File: src/sorted_union_merge_core_assert.svh
// Assertion macros shared by the sorted union merge core.
`ifndef SORTED_UNION_MERGE_CORE_ASSERT_SVH
`define SORTED_UNION_MERGE_CORE_ASSERT_SVH

// Same-cycle implication, checked outside reset.
`define SUMERGE_ASSERT_NOW(label, clk, rst_n, ante, cons, msg) \
  label: assert property (@(posedge clk) disable iff (!rst_n) (ante) |-> (cons)) else $error(msg);

// Next-cycle implication, checked outside reset.
`define SUMERGE_ASSERT_NEXT(label, clk, rst_n, ante, cons, msg) \
  label: assert property (@(posedge clk) disable iff (!rst_n) (ante) |=> (cons)) else $error(msg);

`endif

File: src/sumerge_pkg.sv
`timescale 1ns / 1ps

package sumerge_pkg;

  // Defaults for the top-level parameters.
  localparam int LIST_DEPTH_DEF = 32;
  localparam int VALUE_BITS_DEF = 32;

  // Input mode codes.
  localparam logic [1:0] MODE_APPEND_A = 2'd0;
  localparam logic [1:0] MODE_APPEND_B = 2'd1;
  localparam logic [1:0] MODE_MERGE    = 2'd2;
  localparam logic [1:0] MODE_NONE     = 2'd3;

  // Commands from the controller to the datapath.
  typedef struct packed {
    logic load_a;
    logic load_b;
    logic merge_start;
    logic pick;
    logic flush;
  } cmd_t;

  // Status from the datapath to the controller.
  typedef struct packed {
    logic have_a;
    logic have_b;
  } status_t;

endpackage

File: src/sorted_union_merge_core.sv
`timescale 1ns / 1ps

// Sorted union merge core. Items are accepted when start is high and busy is
// low. An append (in_mode 0 or 1) leaves busy low, so loads can stream one
// item per cycle; appends to a full list are dropped and flagged in
// out_overflowed on every result of the next merge. A merge (in_mode 2) holds
// busy high through S two-pointer steps and a final flush, where S is at
// most the sum of the two list counts; each step is a list memory read
// followed by a compare and pointer update. Results leave on
// out_strobe for exactly one cycle each, at most one per step, and cannot be
// held off: the receiver must take every strobed result. The final result has
// out_last set; when both lists are empty a single result with out_empty_union
// and out_last set is given. Both lists are cleared when the merge finishes.
module sorted_union_merge_core #(
  parameter int LIST_DEPTH = sumerge_pkg::LIST_DEPTH_DEF,
  parameter int VALUE_BITS = sumerge_pkg::VALUE_BITS_DEF
) (
  input  logic               clk,
  input  logic               rst_n,
  input  logic               start,
  output logic               busy,
  input  logic [1:0]         in_mode,
  input  logic signed [31:0] in_value,
  output logic               out_strobe,
  output logic signed [31:0] out_union_value,
  output logic               out_last,
  output logic               out_empty_union,
  output logic               out_overflowed
);

  sumerge_pkg::cmd_t    cmd;
  sumerge_pkg::status_t status;

  // Sequencer.
  sumerge_ctrl u_ctrl (
    .clk     (clk),
    .rst_n   (rst_n),
    .start   (start),
    .in_mode (in_mode),
    .busy    (busy),
    .cmd     (cmd),
    .status  (status)
  );

  // List stores, pointers and result registers.
  sumerge_dp #(
    .LIST_DEPTH (LIST_DEPTH),
    .VALUE_BITS (VALUE_BITS)
  ) u_dp (
    .clk             (clk),
    .rst_n           (rst_n),
    .in_value        (in_value),
    .cmd             (cmd),
    .status          (status),
    .out_strobe      (out_strobe),
    .out_union_value (out_union_value),
    .out_last        (out_last),
    .out_empty_union (out_empty_union),
    .out_overflowed  (out_overflowed)
  );

endmodule

File: src/sumerge_ctrl.sv
`timescale 1ns / 1ps

module sumerge_ctrl (
  input  logic                 clk,
  input  logic                 rst_n,
  input  logic                 start,
  input  logic [1:0]           in_mode,
  output logic                 busy,
  output sumerge_pkg::cmd_t    cmd,
  input  sumerge_pkg::status_t status
);

  localparam logic [1:0] ST_IDLE  = 2'd0;
  localparam logic [1:0] ST_READ  = 2'd1;
  localparam logic [1:0] ST_PICK  = 2'd2;
  localparam logic [1:0] ST_FLUSH = 2'd3;

  logic [1:0] state_r;
  logic [1:0] state_nxt;

  // Sequencing: loads finish in idle, a merge alternates read and pick, then flushes.
  always_comb begin
    state_nxt = state_r;
    cmd       = '0;
    case (state_r)
      ST_IDLE: begin
        if (start) begin
          case (in_mode)
            sumerge_pkg::MODE_APPEND_A: cmd.load_a = 1'b1;
            sumerge_pkg::MODE_APPEND_B: cmd.load_b = 1'b1;
            sumerge_pkg::MODE_MERGE: begin
              cmd.merge_start = 1'b1;
              state_nxt       = ST_READ;
            end
            default: ;
          endcase
        end
      end
      ST_READ: begin
        if (status.have_a || status.have_b) begin
          state_nxt = ST_PICK;
        end else begin
          state_nxt = ST_FLUSH;
        end
      end
      ST_PICK: begin
        cmd.pick  = 1'b1;
        state_nxt = ST_READ;
      end
      ST_FLUSH: begin
        cmd.flush = 1'b1;
        state_nxt = ST_IDLE;
      end
      default: state_nxt = ST_IDLE;
    endcase
  end

  always_ff @(posedge clk) begin
    if (!rst_n) begin
      state_r <= ST_IDLE;
    end else begin
      state_r <= state_nxt;
    end
  end

  assign busy = (state_r != ST_IDLE);

endmodule

File: src/sumerge_dp.sv
`timescale 1ns / 1ps
`include "sorted_union_merge_core_assert.svh"

module sumerge_dp #(
  parameter int LIST_DEPTH = sumerge_pkg::LIST_DEPTH_DEF,
  parameter int VALUE_BITS = sumerge_pkg::VALUE_BITS_DEF
) (
  input  logic                  clk,
  input  logic                  rst_n,
  input  logic signed [31:0]    in_value,
  input  sumerge_pkg::cmd_t     cmd,
  output sumerge_pkg::status_t  status,
  output logic                  out_strobe,
  output logic signed [31:0]    out_union_value,
  output logic                  out_last,
  output logic                  out_empty_union,
  output logic                  out_overflowed
);

  localparam int CW = $clog2(LIST_DEPTH + 1);
  localparam int AW = (LIST_DEPTH > 1) ? $clog2(LIST_DEPTH) : 1;
  localparam int XW = (VALUE_BITS > 32) ? VALUE_BITS : 32;
  localparam logic [CW-1:0] DEPTH_C = CW'(LIST_DEPTH);

  logic [VALUE_BITS-1:0] mem_a [LIST_DEPTH];
  logic [VALUE_BITS-1:0] mem_b [LIST_DEPTH];
  logic [VALUE_BITS-1:0] rd_a_r, rd_b_r;

  logic [CW-1:0] cnt_a_r, cnt_a_nxt, cnt_b_r, cnt_b_nxt;
  logic [CW-1:0] ptr_a_r, ptr_a_nxt, ptr_b_r, ptr_b_nxt;
  logic          drop_r, drop_nxt;
  logic          pend_valid_r, pend_valid_nxt;
  logic [VALUE_BITS-1:0] pend_val_r, pend_val_nxt;

  logic          strobe_r, strobe_nxt;
  logic [VALUE_BITS-1:0] oval_r, oval_nxt;
  logic          olast_r, olast_nxt, oempty_r, oempty_nxt, oflow_r, oflow_nxt;

  logic signed [XW-1:0] in_ext;
  logic [VALUE_BITS-1:0] in_keep;
  logic [XW-1:0] oval_ext;
  logic          full_a, full_b;
  logic          take_a, take_b, is_new;
  logic [VALUE_BITS-1:0] cand;

  // Incoming values are sign-extended or cut to the stored width.
  assign in_ext  = XW'(in_value);
  assign in_keep = in_ext[VALUE_BITS-1:0];
  assign full_a  = (cnt_a_r >= DEPTH_C);
  assign full_b  = (cnt_b_r >= DEPTH_C);

  // List stores: one write port at the fill count, one registered read at the pointer.
  always_ff @(posedge clk) begin
    if (cmd.load_a && !full_a) begin
      mem_a[cnt_a_r[AW-1:0]] <= in_keep;
    end
    if (cmd.load_b && !full_b) begin
      mem_b[cnt_b_r[AW-1:0]] <= in_keep;
    end
    rd_a_r <= mem_a[ptr_a_r[AW-1:0]];
    rd_b_r <= mem_b[ptr_b_r[AW-1:0]];
  end

  assign status.have_a = (ptr_a_r < cnt_a_r);
  assign status.have_b = (ptr_b_r < cnt_b_r);

  // Two-pointer choice: the smaller head advances, equal heads advance together.
  always_comb begin
    take_a = 1'b0;
    take_b = 1'b0;
    cand   = rd_a_r;
    if (status.have_a && status.have_b) begin
      if ($signed(rd_a_r) < $signed(rd_b_r)) begin
        take_a = 1'b1;
      end else if ($signed(rd_b_r) < $signed(rd_a_r)) begin
        take_b = 1'b1;
        cand   = rd_b_r;
      end else begin
        take_a = 1'b1;
        take_b = 1'b1;
      end
    end else if (status.have_a) begin
      take_a = 1'b1;
    end else begin
      take_b = 1'b1;
      cand   = rd_b_r;
    end
  end

  assign is_new = !pend_valid_r || (cand != pend_val_r);

  // Register updates. A distinct value is held back one step so that the
  // final one can carry the last flag.
  always_comb begin
    cnt_a_nxt      = cnt_a_r;
    cnt_b_nxt      = cnt_b_r;
    ptr_a_nxt      = ptr_a_r;
    ptr_b_nxt      = ptr_b_r;
    drop_nxt       = drop_r;
    pend_valid_nxt = pend_valid_r;
    pend_val_nxt   = pend_val_r;
    strobe_nxt     = 1'b0;
    oval_nxt       = oval_r;
    olast_nxt      = 1'b0;
    oempty_nxt     = 1'b0;
    oflow_nxt      = oflow_r;

    if (cmd.load_a) begin
      if (full_a) begin
        drop_nxt = 1'b1;
      end else begin
        cnt_a_nxt = cnt_a_r + 1'b1;
      end
    end
    if (cmd.load_b) begin
      if (full_b) begin
        drop_nxt = 1'b1;
      end else begin
        cnt_b_nxt = cnt_b_r + 1'b1;
      end
    end
    if (cmd.merge_start) begin
      ptr_a_nxt      = '0;
      ptr_b_nxt      = '0;
      pend_valid_nxt = 1'b0;
    end
    if (cmd.pick) begin
      if (take_a) ptr_a_nxt = ptr_a_r + 1'b1;
      if (take_b) ptr_b_nxt = ptr_b_r + 1'b1;
      if (is_new) begin
        pend_valid_nxt = 1'b1;
        pend_val_nxt   = cand;
        if (pend_valid_r) begin
          strobe_nxt = 1'b1;
          oval_nxt   = pend_val_r;
          oflow_nxt  = drop_r;
        end
      end
    end
    if (cmd.flush) begin
      strobe_nxt     = 1'b1;
      olast_nxt      = 1'b1;
      oempty_nxt     = !pend_valid_r;
      oval_nxt       = pend_valid_r ? pend_val_r : '0;
      oflow_nxt      = drop_r;
      cnt_a_nxt      = '0;
      cnt_b_nxt      = '0;
      ptr_a_nxt      = '0;
      ptr_b_nxt      = '0;
      drop_nxt       = 1'b0;
      pend_valid_nxt = 1'b0;
    end
  end

  always_ff @(posedge clk) begin
    if (!rst_n) begin
      cnt_a_r      <= '0;
      cnt_b_r      <= '0;
      ptr_a_r      <= '0;
      ptr_b_r      <= '0;
      drop_r       <= 1'b0;
      pend_valid_r <= 1'b0;
      strobe_r     <= 1'b0;
    end else begin
      cnt_a_r      <= cnt_a_nxt;
      cnt_b_r      <= cnt_b_nxt;
      ptr_a_r      <= ptr_a_nxt;
      ptr_b_r      <= ptr_b_nxt;
      drop_r       <= drop_nxt;
      pend_valid_r <= pend_valid_nxt;
      strobe_r     <= strobe_nxt;
    end
  end

  // Result payload registers.
  always_ff @(posedge clk) begin
    pend_val_r <= pend_val_nxt;
    oval_r     <= oval_nxt;
    olast_r    <= olast_nxt;
    oempty_r   <= oempty_nxt;
    oflow_r    <= oflow_nxt;
  end

  // The result carries the low 32 bits of the stored value, zero-extended.
  assign oval_ext        = XW'(oval_r);
  assign out_strobe      = strobe_r;
  assign out_union_value = $signed(oval_ext[31:0]);
  assign out_last        = olast_r;
  assign out_empty_union = oempty_r;
  assign out_overflowed  = oflow_r;

  `SUMERGE_ASSERT_NOW(a_empty_is_last, clk, rst_n, out_strobe && out_empty_union, out_last, "empty result without last flag")
  `SUMERGE_ASSERT_NOW(a_pick_has_head, clk, rst_n, cmd.pick, status.have_a || status.have_b, "pick with both lists exhausted")
  `SUMERGE_ASSERT_NOW(a_count_bound, clk, rst_n, 1'b1, (cnt_a_r <= DEPTH_C) && (cnt_b_r <= DEPTH_C), "list count beyond depth")
  `SUMERGE_ASSERT_NEXT(a_flush_clears, clk, rst_n, cmd.flush, (cnt_a_r == '0) && (cnt_b_r == '0) && !drop_r && out_strobe && out_last, "flush did not clear lists or emit last")

endmodule
File: config.mk
export PLATFORM = sky130hd
export DESIGN_NAME = sorted_union_merge_core
export DESIGN_NICKNAME = d
export VERILOG_FILES = /design/src/sumerge_pkg.sv /design/src/sorted_union_merge_core.sv /design/src/sumerge_ctrl.sv /design/src/sumerge_dp.sv
export VERILOG_INCLUDE_DIRS = /design/src /design/src/src
export SDC_FILE = /design/constraint.sdc
export NUM_CORES = 2
export LEC_CHECK = 0
export BUFFER_PORTS_ARGS = -buffer_cell sky130_fd_sc_hd__buf_2
export CORE_ASPECT_RATIO = 1.5
export CORE_MARGIN = 2
export CORE_UTILIZATION = 59
export CTS_BUF_LIST = sky130_fd_sc_hd__clkbuf_4
export CTS_CLUSTER_DIAMETER = 150
export CTS_CLUSTER_SIZE = 8
export DETAILED_ROUTE_END_ITERATION = 10
export GPL_ROUTABILITY_DRIVEN = 1
export PLACE_DENSITY = 0.78
export SYNTH_ARGS = -nofsm -noshare
export SYNTH_HDL_FRONTEND = slang
export SYNTH_SLANG_ARGS = --single-unit
File: constraint.sdc
create_clock -name clk -period 4.78 [get_ports clk]
set_input_delay 1.195 -clock clk [delete_from_list [all_inputs] [get_ports clk]]
set_output_delay 1.195 -clock clk [all_outputs]
set_load 0.03 [all_outputs]
# Word level (Yosys, flattened, before mapping)
# Memories as Yosys holds them, arrays and structs flattened. A register that Yosys moved wholly into a read port is not among the register bits.
# Index checks and enable logic that the tools add are counted.
[op_classes] addsub=4 order_cmp=6 eq_ne=8 muxes=53 bitwise=3 reduce_logical=20
[ops] cell="32-bit 2-to-1 mux" count=9
[ops] cell="32-bit < comparator" count=2
[ops] cell="6-bit 2-to-1 mux" count=6
[ops] cell="1-bit 2-to-1 mux" count=33
[ops] cell="32-bit != test" count=1
[ops] cell="6-bit by 1-bit adder with 6-bit output (second input constant)" count=4
[ops] cell="6-bit >= comparator (second input constant)" count=2
[ops] cell="6-bit < comparator" count=2
[ops] cell="2-bit one-hot mux with 4 select lines" count=1
[ops] cell="2-bit AND reduction" count=4
[ops] cell="2-bit nonzero test" count=4
[ops] cell="2-bit == test (second input constant)" count=3
[ops] cell="3-bit 2-to-1 mux" count=2
[ops] cell="2-bit by 1-bit == test with 1-bit output (second input constant)" count=2
[ops] cell="2-bit zero test" count=2
[ops] cell="2-bit 2-to-1 mux" count=2
[ops] cell="2-bit != test (second input constant)" count=2
[ops] cell="1-bit logical AND" count=3
[ops] cell="1-bit zero test" count=3
[ops] cell="1-bit NOT" count=3
[ops] cell="3-bit AND reduction" count=1
[ops] cell="1-bit logical OR" count=2
[ops] cell="2-bit OR reduction" count=1
[word_totals] reg_bits=96 ramBits=2048 input_bits=37 word_cells=109 n_memories=2
[mem_list] name="u_dp.mem_a" depth=32 width=32 rd=1 rd_clocked_by_memory_dff=1 wr=1 line_no="sumerge_dp.sv:25" source="logic [VALUE_BITS-1:0] mem_a [LIST_DEPTH];"
[mem_list] name="u_dp.mem_b" depth=32 width=32 rd=1 rd_clocked_by_memory_dff=1 wr=1 line_no="sumerge_dp.sv:26" source="logic [VALUE_BITS-1:0] mem_b [LIST_DEPTH];"

# Longest topological paths before layout
[depth] depth_word=9 mapped_depth=15

# Cells and area by module
# A second synthesis with hierarchy kept.
[unflattened] cells_unflattened=3645 hier_area_um2=84728.8
[by_module_without_submodules] mod="sumerge_dp" n_inst=1 cells_each=3629 area_per_inst_um2=84589.9
[by_module_without_submodules] mod="sumerge_ctrl" n_inst=1 cells_each=16 area_per_inst_um2=138.9

# Worst setup path before layout
# Ideal clock, no wire load.
[synth_path] path_kind="register -> register" startpoint="reg u_dp.rd_b_r[9] (read register of u_dp.mem_b)" endpoint="reg u_dp.pend_val_r[0] (enable)" setup_ns=0.440 t_arrival_ns=4.403 setup_slack_ns=-0.063 path_stages_with_launch=15 synth_period_minus_slack_ns=4.843 cell_sequence="dfxtp_1 > inv_1 > ha_1 > a211o_1 > o211ai_1 > a21oi_1 > o31ai_1 > a21boi_0 > o21a_1 > a21bo_1 > buf_2 > buf_2 > mux2i_1 > or2_2 > a41oi_1"
[synth_between] elab_chain_cells=7 elab_cells_between_ends=9 classes_between="order compare (2); eq/ne (1); mux (4); reduce/logical (2)"
[synth_lines] item="from (decl)" line_no="sumerge_dp.sv:27" source="logic [VALUE_BITS-1:0] rd_a_r, rd_b_r;"
[synth_lines] item="32-bit < comparator" line_no="sumerge_dp.sv:75" source="end else if ($signed(rd_b_r) < $signed(rd_a_r)) begin"
[synth_lines] item="32-bit 2-to-1 mux" line_no="sumerge_dp.sv:75"
[synth_lines] item="32-bit 2-to-1 mux" line_no="sumerge_dp.sv:73" source="if ($signed(rd_a_r) < $signed(rd_b_r)) begin"
[synth_lines] item="32-bit 2-to-1 mux (*)" line_no="sumerge_dp.sv:72" source="if (status.have_a && status.have_b) begin"
[synth_lines] item="32-bit != test (*)" line_no="sumerge_dp.sv:90" source="assign is_new = !pend_valid_r || (cand != pend_val_r);"
[synth_lines] item="1-bit logical OR (*)" line_no="sumerge_dp.sv:90"
[synth_lines] item="2-bit AND reduction (no source line) (*)"
[synth_lines] item="to (signal assigned)" line_no="sumerge_dp.sv:177" source="pend_val_r <= pend_val_nxt;"
[synth_lines] item="to (decl)" line_no="sumerge_dp.sv:33" source="logic [VALUE_BITS-1:0] pend_val_r, pend_val_nxt;"
# Every way passes the cells marked *; elsewhere a longest branch is shown, timed or not.
# A chain may end at the register's enable or synchronous reset.

# Worst setup path after layout
[layout_path] startpoint="reg u_dp.rd_b_r[25] (read register of u_dp.mem_b)" endpoint="reg u_dp.pend_val_r[5] (enable)"
[layout_between] elab_chain_cells=7 elab_cells_between_ends=9 classes_between="order compare (2); eq/ne (1); mux (4); reduce/logical (2)"
[layout_lines] item="32-bit < comparator" line_no="sumerge_dp.sv:75"
[layout_lines] item="32-bit 2-to-1 mux" line_no="sumerge_dp.sv:75"
[layout_lines] item="32-bit 2-to-1 mux (*)" line_no="sumerge_dp.sv:73"
[layout_lines] item="32-bit 2-to-1 mux (*)" line_no="sumerge_dp.sv:72"
[layout_lines] item="via u_dp.cand[11]" line_no="sumerge_dp.sv:44" source="logic [VALUE_BITS-1:0] cand;"
[layout_lines] item="32-bit != test (*)" line_no="sumerge_dp.sv:90"
[layout_lines] item="1-bit logical OR (*)" line_no="sumerge_dp.sv:90"
[layout_lines] item="2-bit AND reduction (no source line) (*)"
# Mark *: on every way through the listed nets, which the timed path passes. The rest lies on a longest branch.

==> flow_summary.ini <==
[placement]
io_buffers = 73
gp_congestion = 0.917
pre_cts_slack_ps = 312
place_hpwl_um = 113000

[job]
cap_violations = 0

[worst_setup_path]
path_class = register to register
crit_path_end_kind = register
r2r_slack_ps = 130
reg2reg_from = u_dp.rd_b_r[25]
reg2reg_depth = 13
critPathRequiredTime_ps = 5740
path_max_fanout = 26
cp-start-kind = register
rr_endpoint = u_dp.pend_val_r[5]
crit_arrival_ps = 5610

[global_route]
grt-ovfl-total = 0
track_usage = 0.270
grt_antenna_before_repair = 19
grt_first_pass_wirelength_um = 279000
grt_pass1_vias = 40600
grt_max_degree = 156

[die]
die_x_um = 313
initial_utilization = 0.593
io_pins = 74
die_area_um2 = 146000
core_um2 = 143000
die_h_um = 468
rows = 170

[clock_tree]
root_buffer = clkbuf_4
tritoncts = yes
cts_buffer_depth = 4
cts.sinks = 2208
htree_num_levels = 5
cts_made_buffers = 325
clk_pin_slew_ps = 90
clk_latency_ps = 1290

[logic_synthesis]
yosysTopAreaCell = edfxtp_1
synth_area_um2 = 84600
synth_cells = 3607
synth_fp_nets = 3696
synth_seq_cells = 2208
postSynthAreaPerCell_um2 = 23.5
synth_flop_cell = edfxtp_1
async_reset_ff_frac = 0
ys_seq_area_frac = 0.773
yosysWarnings = 0
synthTopCellsByCount = 2,113 x edfxtp_1, 640 x mux4_2, 112 x clkbuf_1, 100 x nor2_1, 96 x mux2_2
synthTopCellsByArea = edfxtp_1 75%, mux4_2 17%, dfxtp_1 2.2%
synth.most_common_cell = edfxtp_1
synth_top_area_share = 0.750
synthDistinctLibCells = 55
synth_edf_count = 2113

[route]
drt_iter0_drc = 4630
drt_pass1_iterations = 8
drc = 0
ant_nets = 0
post_drt_wl_per_cell_um = 32.8
vias = 39400
wl_um = 195000
routed_via_density = 6.63

[timing]
hold_ws_ps = 191
hold_viol_final = 0
finalCritPeriodShare = 0.972
fin_setup_tns_ps = 0
slew_headroom = 0.138
finalCriticalPeriod_ps = 4650
slew_viol_final = 0
fin_ws_ps = 133
worstMarginPinSlew_ps = 1290
rsz0062_at_grt = false
setup_viol = 0
skew_ps = 71.4
fmaxAchievable_mhz = 215

[worst_hold_path]
holdCritStartpoint = rst_n
min_path_type = input port to register
holdPathStages = 2
holdPathEnd = u_ctrl.state_r[0]

[layout]
areaGrowthSynthToFinish_pct = 8.47
drive_gt1_frac = 0.352
final_nets = 4041
multiInputGateArea_um2 = 18900
seqCellArea_um2 = 65400
nFillCells = 8952

[status]
status = finished clean

[power]
p_leak_nw = 27.6
totalPowerFinal_w = 0.0320
ir_drop_mv = 0.174
power.density_nw_per_um2 = 348
[where the power goes]
group / internal, W / switching (W) / total (W)
clock: 0.00384 / 0.00593 / 0.00976
sequential: 0.0212 / 0.0000483 / 0.0213
combinational: 0.000323 / 0.000601 / 0.000924
[metrics by stage]
stage | utilization | instances | area [µm²]
final | 0.643 | 5939 | 91700
after CTS | 0.642 | 5926 | 91700
after floorplan | - | 3607 | 84600
after global routing | 0.643 | 5936 | 91700
after global placement | 0.621 | 5516 | 88600
after detailed placement | 0.621 | 5516 | 88600
[critical path: stages, from the launching register on]
cell and delay (ps):
dfxtp_1 350, inv_1 90, ha_1 310, nand4_1 170, nor4_1 730, o31ai_1 310
a21boi_0 300, o21a_1 160, a21bo_2 260, mux2_2 390, a2111oi_2 390, buf_4 260
a41oi_4 220, buf_4 350
[logic make-up after synthesis]
family          share of synthesized area
compound gates                    0.00623
xor+xnor                          0.00590
fa+ha+maj                         0.00769
buf+inv                            0.0104
flops                               0.773
mux                                 0.184
simple gates                       0.0133
[what timing repair did]
action / 4_1_cts / 5_1_grt
hold buffers: 0 / 0
setup buffers: 0 / 0
setup endpoints to repair: 0 / 1
resized for setup: 0 / 2
[state kept, by name, indices dropped and copies added (netlist names)]
register and count:
u_dp.drop_r 1, u_dp.pend_val_r 32, u_dp.mem_a 1024, u_dp.cnt_b_r 6
u_dp.cnt_a_r 6, u_dp.pend_valid_r 1, u_dp.out_overflowed 1, u_dp.ptr_b_r 6
u_dp.out_empty_union 1, u_dp.mem_b 1024, u_dp.ptr_a_r 6, u_ctrl.state_r 2
u_dp.out_union_value 32, u_dp.rd_a_r 32, u_dp.rd_b_r 32, u_dp.out_last 1
u_dp.out_strobe 1
[area by class of cell]
type                       count  share of cell area
sequential                  2208               0.713
inverter                      60             0.00245
multi-input combinational   1168               0.206
antenna                       12            0.000327
clock buffer                 403              0.0330
tap                         1892              0.0258
clock inverter                 7            0.000286
timing repair buffer         189              0.0196
[cell usage in the layout (no fill, tap or decap), drive strengths merged, types with 12 or more instances in the layout]
cell	count
mux4	640
xnor2	37
buf	189
edfxtp	2113
nand4	20
dfxtp	95
and2	25
xor2	20
diode	12
clkbuf	403
a21oi	28
nor2	100
nand3	20
nand2	34
ha	52
mux2	96
inv	65
[metal layers]
| metal | wire length (µm) | up-vias | global-route usage |
|---|---|---|---|
| met4 | 7700 | 12 | 0.103 |
| li1 | - | 16000 | - |
| met2 | 104000 | 2158 | 0.473 |
| met5 | 88 | - | 0 |
| met3 | 16200 | 390 | 0.0533 |
| met1 | 66700 | 20800 | 0.335 |
[worst max-delay path by stage]
| stage | start | to | slack (ps) | depth (start not counted) |
|---|---|---|---|---|
| after floorplan | u_dp.rd_b_r[9] | u_dp.out_overflowed | 50 | 14 |
| after global placement | u_dp.rd_b_r[25] | u_dp.out_union_value[8] | 340 | 12 |
| after detailed placement | u_dp.rd_b_r[31] | u_dp.out_union_value[2] | 310 | 12 |
| after CTS | u_dp.rd_b_r[25] | u_dp.out_union_value[4] | 240 | 12 |
| after global routing | u_dp.rd_b_r[31] | u_dp.pend_val_r[5] | 40 | 12 |
| final | u_dp.rd_b_r[25] | u_dp.pend_val_r[5] | 130 | 13 |
No activity file was read; power rests on OpenSTA's default activity.
